===== config.mk =====
export PLATFORM = sky130hd
export DESIGN_NAME = grus_ring_walker
export DESIGN_NICKNAME = d
export VERILOG_FILES = /design/src/rtl/core/grus_pkg.sv /design/src/rtl/core/grus_ring_walker.sv
export SDC_FILE = /design/constraint.sdc
export NUM_CORES = 1
export LEC_CHECK = 0
export BUFFER_PORTS_ARGS = -buffer_cell sky130_fd_sc_hd__buf_4
export CORE_MARGIN = 2
export CORE_UTILIZATION = 52
export DETAILED_ROUTE_END_ITERATION = 10
export PLACE_DENSITY = 0.88
export SLEW_MARGIN = 20
export SYNTH_ARGS = -nofsm -noshare
export SYNTH_HDL_FRONTEND = slang
export SYNTH_SLANG_ARGS = --single-unit

===== constraint.sdc =====
create_clock -name clk -period 2.7 [get_ports clk]
set_clock_uncertainty 0.15 [all_clocks]
set_input_delay 0.135 -clock clk [delete_from_list [all_inputs] [get_ports clk]]
set_output_delay 0.135 -clock clk [all_outputs]
set_load 0.05 [all_outputs]

===== src/rtl/core/grus_pkg.sv =====
// ----------------------------------------------------------------------------
// grus_pkg
// Shared types and constants for the ring unit search block.
// ----------------------------------------------------------------------------
package grus_pkg;

  localparam int GRID_SIDE_DEF  = 64;
  localparam int MAX_RANGE_DEF  = 3;
  localparam int UNIT_BITS_DEF  = 12;
  localparam int OWNER_BITS_DEF = 4;

  localparam int COORD_W     = 6;
  localparam int OWNER_W     = 4;
  localparam int UNIT_W      = 12;
  localparam int RANGE_W     = 2;
  localparam int DIM_W       = 7;
  localparam int CFG_INDEX_W = 1;
  localparam int WALK_W      = 8;
  localparam int SIDE_STEP   = 2;

  localparam logic [DIM_W-1:0] DIM_RESET = DIM_W'(64);

  localparam logic FUNC_WRITE  = 1'b0;
  localparam logic FUNC_SEARCH = 1'b1;

  localparam logic [CFG_INDEX_W-1:0] CFG_GRID_WIDTH  = CFG_INDEX_W'(0);
  localparam logic [CFG_INDEX_W-1:0] CFG_GRID_HEIGHT = CFG_INDEX_W'(1);

  typedef struct packed {
    logic               func;
    logic [COORD_W-1:0] cell_x;
    logic [COORD_W-1:0] cell_y;
    logic               cell_occupied;
    logic [OWNER_W-1:0] cell_owner;
    logic [UNIT_W-1:0]  cell_unit;
    logic [RANGE_W-1:0] search_range;
    logic               want_hostile;
    logic               want_all;
    logic [OWNER_W-1:0] player;
  } request_t;

  typedef struct packed {
    logic [UNIT_W-1:0] unit_id;
    logic              is_match;
    logic              success;
    logic              last;
  } result_t;

  typedef struct packed {
    logic start;
    logic step;
    logic halt;
  } walk_cmd_t;

  typedef struct packed {
    logic active;
    logic on_grid;
  } walk_stat_t;

endpackage


===== src/rtl/core/grus_ring_walker.sv =====
// ----------------------------------------------------------------------------
// grus_ring_walker
// Steps through square rings around a centre, clockwise from the top-left
// corner, one cell per step; flags cells on the grid and forms their address.
// ----------------------------------------------------------------------------
module grus_ring_walker #(
  parameter int GRID_SIDE = grus_pkg::GRID_SIDE_DEF,
  parameter int MAX_RANGE = grus_pkg::MAX_RANGE_DEF
) (
  input  logic                                   clk,
  input  logic                                   rst,
  input  grus_pkg::walk_cmd_t                    cmd,
  input  logic [grus_pkg::COORD_W-1:0]           start_x,
  input  logic [grus_pkg::COORD_W-1:0]           start_y,
  input  logic [grus_pkg::RANGE_W-1:0]           start_range,
  input  logic [grus_pkg::WALK_W-1:0]            dim_w,
  input  logic [grus_pkg::WALK_W-1:0]            dim_h,
  output grus_pkg::walk_stat_t                   stat,
  output logic [$clog2(GRID_SIDE*GRID_SIDE)-1:0] addr
);
  import grus_pkg::*;

  localparam int ADDR_W = $clog2(GRID_SIDE * GRID_SIDE);
  localparam int PROD_W = ADDR_W + WALK_W;

  typedef enum logic [1:0] {
    DIR_RIGHT = 2'd0,
    DIR_DOWN  = 2'd1,
    DIR_LEFT  = 2'd2,
    DIR_UP    = 2'd3
  } dir_t;

  logic signed [WALK_W-1:0] walk_x, walk_x_next;
  logic signed [WALK_W-1:0] walk_y, walk_y_next;
  dir_t                     dir, dir_next;
  logic [2:0]               steps_left, steps_left_next;
  logic [2:0]               side_len, side_len_next;
  logic [RANGE_W-1:0]       rings_left, rings_left_next;
  logic                     active, active_next;
  logic [RANGE_W-1:0]       rings_sat;
  logic [PROD_W-1:0]        addr_full;

  assign rings_sat = (start_range > RANGE_W'(MAX_RANGE)) ? RANGE_W'(MAX_RANGE) : start_range;

  always_comb begin
    walk_x_next     = walk_x;
    walk_y_next     = walk_y;
    dir_next        = dir;
    steps_left_next = steps_left - 3'd1;
    side_len_next   = side_len;
    rings_left_next = rings_left;
    active_next     = active;
    unique case (dir)
      DIR_RIGHT: walk_x_next = walk_x + 8'sd1;
      DIR_DOWN:  walk_y_next = walk_y + 8'sd1;
      DIR_LEFT:  walk_x_next = walk_x - 8'sd1;
      DIR_UP:    walk_y_next = walk_y - 8'sd1;
    endcase
    if (steps_left == 3'd1) begin
      if (dir == DIR_UP) begin
        // ring closed: move out to the next ring's top-left corner
        walk_x_next     = walk_x - 8'sd1;
        walk_y_next     = walk_y - 8'sd2;
        dir_next        = DIR_RIGHT;
        side_len_next   = side_len + 3'(SIDE_STEP);
        steps_left_next = side_len_next;
        rings_left_next = rings_left - RANGE_W'(1);
        active_next     = (rings_left != RANGE_W'(1));
      end else begin
        dir_next        = dir_t'(dir + 2'd1);
        steps_left_next = side_len;
      end
    end
  end

  always_ff @(posedge clk) begin
    if (rst) begin
      active     <= 1'b0;
      walk_x     <= '0;
      walk_y     <= '0;
      dir        <= DIR_RIGHT;
      steps_left <= '0;
      side_len   <= '0;
      rings_left <= '0;
    end else if (cmd.start) begin
      active     <= (rings_sat != '0);
      walk_x     <= $signed({2'b00, start_x}) - 8'sd1;
      walk_y     <= $signed({2'b00, start_y}) - 8'sd1;
      dir        <= DIR_RIGHT;
      steps_left <= 3'(SIDE_STEP);
      side_len   <= 3'(SIDE_STEP);
      rings_left <= rings_sat;
    end else if (cmd.halt) begin
      active <= 1'b0;
    end else if (cmd.step && active) begin
      active     <= active_next;
      walk_x     <= walk_x_next;
      walk_y     <= walk_y_next;
      dir        <= dir_next;
      steps_left <= steps_left_next;
      side_len   <= side_len_next;
      rings_left <= rings_left_next;
    end
  end

  assign stat.active  = active;
  assign stat.on_grid = !walk_x[WALK_W-1] && !walk_y[WALK_W-1] &&
                        (walk_x[WALK_W-1:0] < dim_w) && (walk_y[WALK_W-1:0] < dim_h);

  assign addr_full = PROD_W'(walk_y[WALK_W-1:0]) * PROD_W'(GRID_SIDE) +
                     PROD_W'(walk_x[WALK_W-1:0]);
  assign addr      = stat.on_grid ? addr_full[ADDR_W-1:0] : '0;

endmodule


Yosys cells after proc, flatten, opt, wreduce, memory -nomap -nowiden

Index checks and enable logic that the tools add are counted.

Logic and storage cells: 86
Output and inout bits: 14
Flip-flop bits (word level): 27
Bits of input ports: 35

Bitwise operators: 1
Mux-type cells: 34
Equal/unequal tests: 6
Magnitude comparators: 3
Reductions and logical operators: 21
Add/sub/neg operators: 12

Operators by type and width:

| cell                                                                    | number |
|---|---|
| 8-bit 2-to-1 mux                                                        | 10 |
| 8-bit one-hot mux with 2 select lines                                   | 2 |
| 2-bit 2-to-1 mux                                                        | 14 |
| 8-bit by 2-bit adder with 8-bit output, second input constant           | 2 |
| 8-bit < comparator                                                      | 2 |
| 8-bit by 2-bit subtractor with 8-bit output, second input constant      | 2 |
| 6-bit by 1-bit subtractor with 7-bit output, second input constant      | 2 |
| 12-bit by 8-bit adder with 12-bit output                                | 1 |
| 12-bit 2-to-1 mux                                                       | 1 |
| 3-bit AND reduction                                                     | 3 |
| 3-bit nonzero test                                                      | 3 |
| 2-bit nonzero test                                                      | 4 |
| 8-bit by 3-bit subtractor with 8-bit output, second input constant      | 1 |
| 3-bit 2-to-1 mux                                                        | 2 |
| 1-bit 2-to-1 mux                                                        | 5 |
| 2-bit equality test, second input constant                              | 2 |
| 1-bit logical AND                                                       | 4 |
| 2-bit by 1-bit inequality test with 1-bit output, second input constant | 2 |
| 2-bit AND reduction                                                     | 2 |
| 4-bit AND reduction                                                     | 1 |
| 3-bit by 2-bit adder with 3-bit output, second input constant           | 1 |
| 3-bit by 1-bit equality test with 1-bit output, second input constant   | 1 |
| 3-bit by 1-bit subtractor with 3-bit output, second input constant      | 1 |
| 2-bit by 1-bit adder with 2-bit output, second input constant           | 1 |
| other kinds (7)                                                         | 8 |

Depth between registers and ports, before layout

Depth after elaboration: 7
Mapped depth: 11
Gate-level depth less buffers: 9

Worst setup path after synthesis

OpenSTA, ideal clock, no wires.

Path kind: register -> output
Start point: reg walk_x[7]
End point: out addr[6]
Path buffers: 1
Cell stages (with the launch flop): 7
Setup slack: -0.234 ns
Arrival time: 2.649 ns
Required time: 2.415 ns
Cells stage by stage: dfxtp_1 -> ha_1 -> or4_1 -> a21oi_1 -> o211ai_1 -> clkbuf_1 -> nor3b_1

Longest elaborated chain between the ends: 5

RTL lines:

| element                                                    | line                    | text |
|---|---|---|
| from (decl)                                                | grus_ring_walker.sv:33  | `logic signed [WALK_W-1:0] walk_x, walk_x_next;` |
| from (signal assigned)                                     | grus_ring_walker.sv:87  | `walk_x <= $signed({2'b00, start_x}) - 8'sd1;` |
| from (signal assigned)                                     | grus_ring_walker.sv:97  | `walk_x <= walk_x_next;` |
| branches (longest 2 deep; another with 8-bit < comparator) | --                      |  |
| 1-bit logical AND (*)                                      | grus_ring_walker.sv:107 | `assign stat.on_grid = !walk_x[WALK_W-1] && !walk_y[WALK_W-1] &&` |
| 1-bit logical AND (*)                                      | grus_ring_walker.sv:108 | `(walk_x[WALK_W-1:0] < dim_w) && (walk_y[WALK_W-1:0] < dim_h);` |
| 12-bit 2-to-1 mux (*)                                      | grus_ring_walker.sv:112 | `assign addr = stat.on_grid ? addr_full[ADDR_W-1:0] : '0;` |
| to (decl)                                                  | grus_ring_walker.sv:19  | `output logic [$clog2(GRID_SIDE*GRID_SIDE)-1:0] addr` |

Mark *: on every way between the ends.

Worst setup path in the final report

Start point: reg walk_x[1]
End point: out addr[8]

Longest elaborated chain between the ends: 4

RTL lines:

| element               | line |
|---|---|
| 8-bit < comparator    | grus_ring_walker.sv:108 |
| 1-bit logical AND     | grus_ring_walker.sv:107 |
| 1-bit logical AND     | grus_ring_walker.sv:108 |
| 12-bit 2-to-1 mux (*) | grus_ring_walker.sv:112 |

Mark *: on every way between the ends. The rest lies on a longest branch, timed or not.

==> impl_metrics.py <==
metrics = {
    "yosys": {
        "yosys_register_bits": 26,
        "yosysMostFrequentCell": "nor2_1",
        "syn_area_per_cell_um2": 7.346,
        "synth_area_leaders": "dfxtp_1, ha_1, xnor2_1",
        "ys_warn_count": 0,
        "syn-num-nets": 477,
        "syn_inst": 411,
        "yosysTopAreaCell": "dfxtp_1",
        "ys_seq_area_share_pct": 17.24,
        "synthTopCellsByCount": "nor2_1, inv_1, ha_1, dfxtp_1, nand2_1",
        "synth_cell_type_count": 56,
        "synthArstFlopShare_pct": 0,
        "syn_area_mm2": 0.003019,
        "netlist.area_leader.share_pct": 17.24,
        "ys.flop_type": "dfxtp_1",
        "synth_edf_count": 0,
    },
    "sta": {
        "fmax_mhz": 378.4,
        "slew_violations": 0,
        "finalHoldViolCount": 0,
        "finalSetupViolCount": 0,
        "worst_pin_slew_ns": 0.6007,
        "holdWs_ns": 0.002835,
        "fin_ws_ns": 0.05723,
        "rsz0062_at_grt": "false",
        "fin_crit_sh_pct": 97.88,
        "relSlewSlack_pct": 59.90,
        "min_period_ns": 2.643,
    },
    "layout": {
        "antenna_cells": 0,
        "area_delta_synth_final_pct": 18.77,
        "final_nets": 522,
        "final_area_mm2": 0.003586,
        "drive_gt1_share_pct": 18.94,
        "finalNonFillerCells": 526,
    },
    "cts": {
        "cts.sinks": 26,
        "clockRootBuffer": "clkbuf_8",
        "cts_tree": "done",
        "numCtsBuffers": 3,
        "clk_latency_ns": 0.28,
        "cts.reportedPaths.clkPinSlew_ns": 0.10,
        "h-tree-depth": 1,
        "cts_max_path_buffers": 2,
    },
    "routing": {
        "vias": 3338,
        "drtIter0Drc": 362,
        "ant_nets": 0,
        "dr.pass1.iters": 6,
        "viasPerCell": 6.346,
        "drt-total-wl_um": 8504,
        "drc": 0,
        "wl_per_cell_um": 16.17,
    },
    "power": {
        "powerDensity_mw_per_mm2": 318.2,
        "p_leak_nw": 1.539,
        "total_power_w": 0.001141,
        "ir_drop_mv": 0.2634,
    },
    "job": {
        "maxCapViolCount": 0,
    },
    "die": {
        "chipHeight_um": 80.20,
        "core_area_mm2": 0.005540,
        "dieArea_mm2": 0.006431,
        "num_rows": 27,
        "io_pins": 49,
        "die_w_um": 80.20,
        "start_util_pct": 54.49,
    },
    "worst_setup_path": {
        "cp.required_ns": 2.41,
        "cp_max_fo": 13,
        "r2r_start": "dir[1]",
        "start_kind": "flip-flop",
        "rr_worst_depth": 9,
        "ff2ff_setup_slack_ns": 0.13,
        "critical_path_class": "reg -> out",
        "end_kind": "output port",
        "cp.arrival_ns": 2.36,
        "r2r_end": "walk_y[6]",
    },
    "grt": {
        "antenna_found_initial": 0,
        "grt_use_total_pct": 26.56,
        "grt_max_degree": 43,
        "overflow": 0,
        "grt_pass1_vias": 2972,
        "grt_pass1_wl_um": 13770,
    },
    "min_path": {
        "hold_path_depth": 3,
        "whs_endpoint": "walk_y[3]",
        "min_path_type": "in -> reg",
        "hold_start": "start_y[3]",
    },
    "placed_design": {
        "dp_hpwl_um": 6189,
        "gp_congestion": 0.9336,
        "placed_cell_area_mm2": 0.003470,
        "dp_slack_ns": 0.1254,
        "portBuffers": 48,
        "dp.cells": 515,
    },
    "outcome": {
        "status": "finished clean",
    },
}
## sequential cells by signal, summed over array words and instances (netlist names)
name	flops
rings_left	2
dir	2
side_len	2
walk_y	8
steps_left	3
walk_x	8
active	1
## metal layers
metal | up-vias | wire length, um | global-route usage [%]
met5 | - | 0 | 0
met1 | 1576 | 3675 | 35.60
li1 | 1572 | - | -
met2 | 172 | 4048 | 45.33
met3 | 18 | 650 | 2.697
met4 | 0 | 130 | 6.780
## timing repair
action                                 CTS  global route
buffers inserted                         1             3
endpoints found under the hold margin    4             0
setup endpoints to repair               12             6
resized for setup                        1             1
pin swaps                                1             1
hold buffers                             4             0
## area by class of cell
cell class / count / area, um2
Multi-Input combinational cell: 322 / 2258
Fill cell: 453 / 1954
Timing Repair Buffer: 72 / 550.5
Sequential cell: 26 / 529.3
Inverter: 31 / 116.4
Tap cell: 72 / 90.09
Clock buffer: 3 / 41.29
## critical path: stages (launching register included)
cell	delay (ns)
dfxtp_1	0.47
ha_1	0.28
a21o_1	0.16
a21o_1	0.19
a21oi_1	0.18
o211ai_1	0.11
buf_4	0.19
nor3_1	0.25
buf_4	0.25
## through the flow
| stage | utilization, % | TNS, ns |
|---|---|---|
| floorplan | - | -1.578 |
| global placement | 62.62 | 0 |
| detailed placement | 62.62 | 0 |
| finish | 64.72 | 0 |
| global route | 64.72 | 0 |
| CTS | 64.30 | 0 |
## power breakdown
group,internal [W],switching [W]
combinational,0.000193,0.000267
clock,0.000101,0.000137
sequential,0.000403,0.0000401
total,0.000697,0.000445
## kinds of logic after synthesis
family | Yosys count | synth area share (%)
flip-flops | 26 | 17.24
adder cells (fa/ha/maj) | 31 | 13.10
XOR/XNOR | 33 | 9.573
AND/OR/NAND/NOR | 151 | 26.65
buffers and inverters | 63 | 8.578
AO/OA/AOI/OAI | 101 | 22.75
multiplexers | 6 | 2.114
## placed cells by master (no fill, tap or decap), types with 4 or more instances in the layout
cell type	instances
buf_4	68
nor2_1	35
inv_1	31
ha_1	28
nand2_1	26
o21ai_0	24
dfxtp_1	23
nor3_1	22
xnor2_1	21
a21oi_1	20
xor2_1	12
a211oi_1	12
nand3_1	10
nor2b_1	7
nand4_1	7
nand2b_1	6
a2111oi_0	6
nor3b_1	5
and3_1	5
nand3b_1	5
a21o_1	4
and3b_1	4
nor4_1	4
dlygate4sd3_1	4
## worst max-delay path by stage
stage / endpoint / cells after the start / slack (ns) / startpoint
after global placement: walk_y[6] / 9 / 0.21 / dir[1]
after global routing: addr[8] / 7 / 0.004 / walk_y[6]
after floorplan: addr[6] / 6 / -0.23 / walk_x[7]
after detailed placement: walk_y[6] / 9 / 0.13 / dir[0]
final: addr[8] / 8 / 0.06 / walk_x[1]
after CTS: addr[8] / 7 / 0.03 / walk_x[7]
Note: power is estimated with default switching activity, not from simulation.
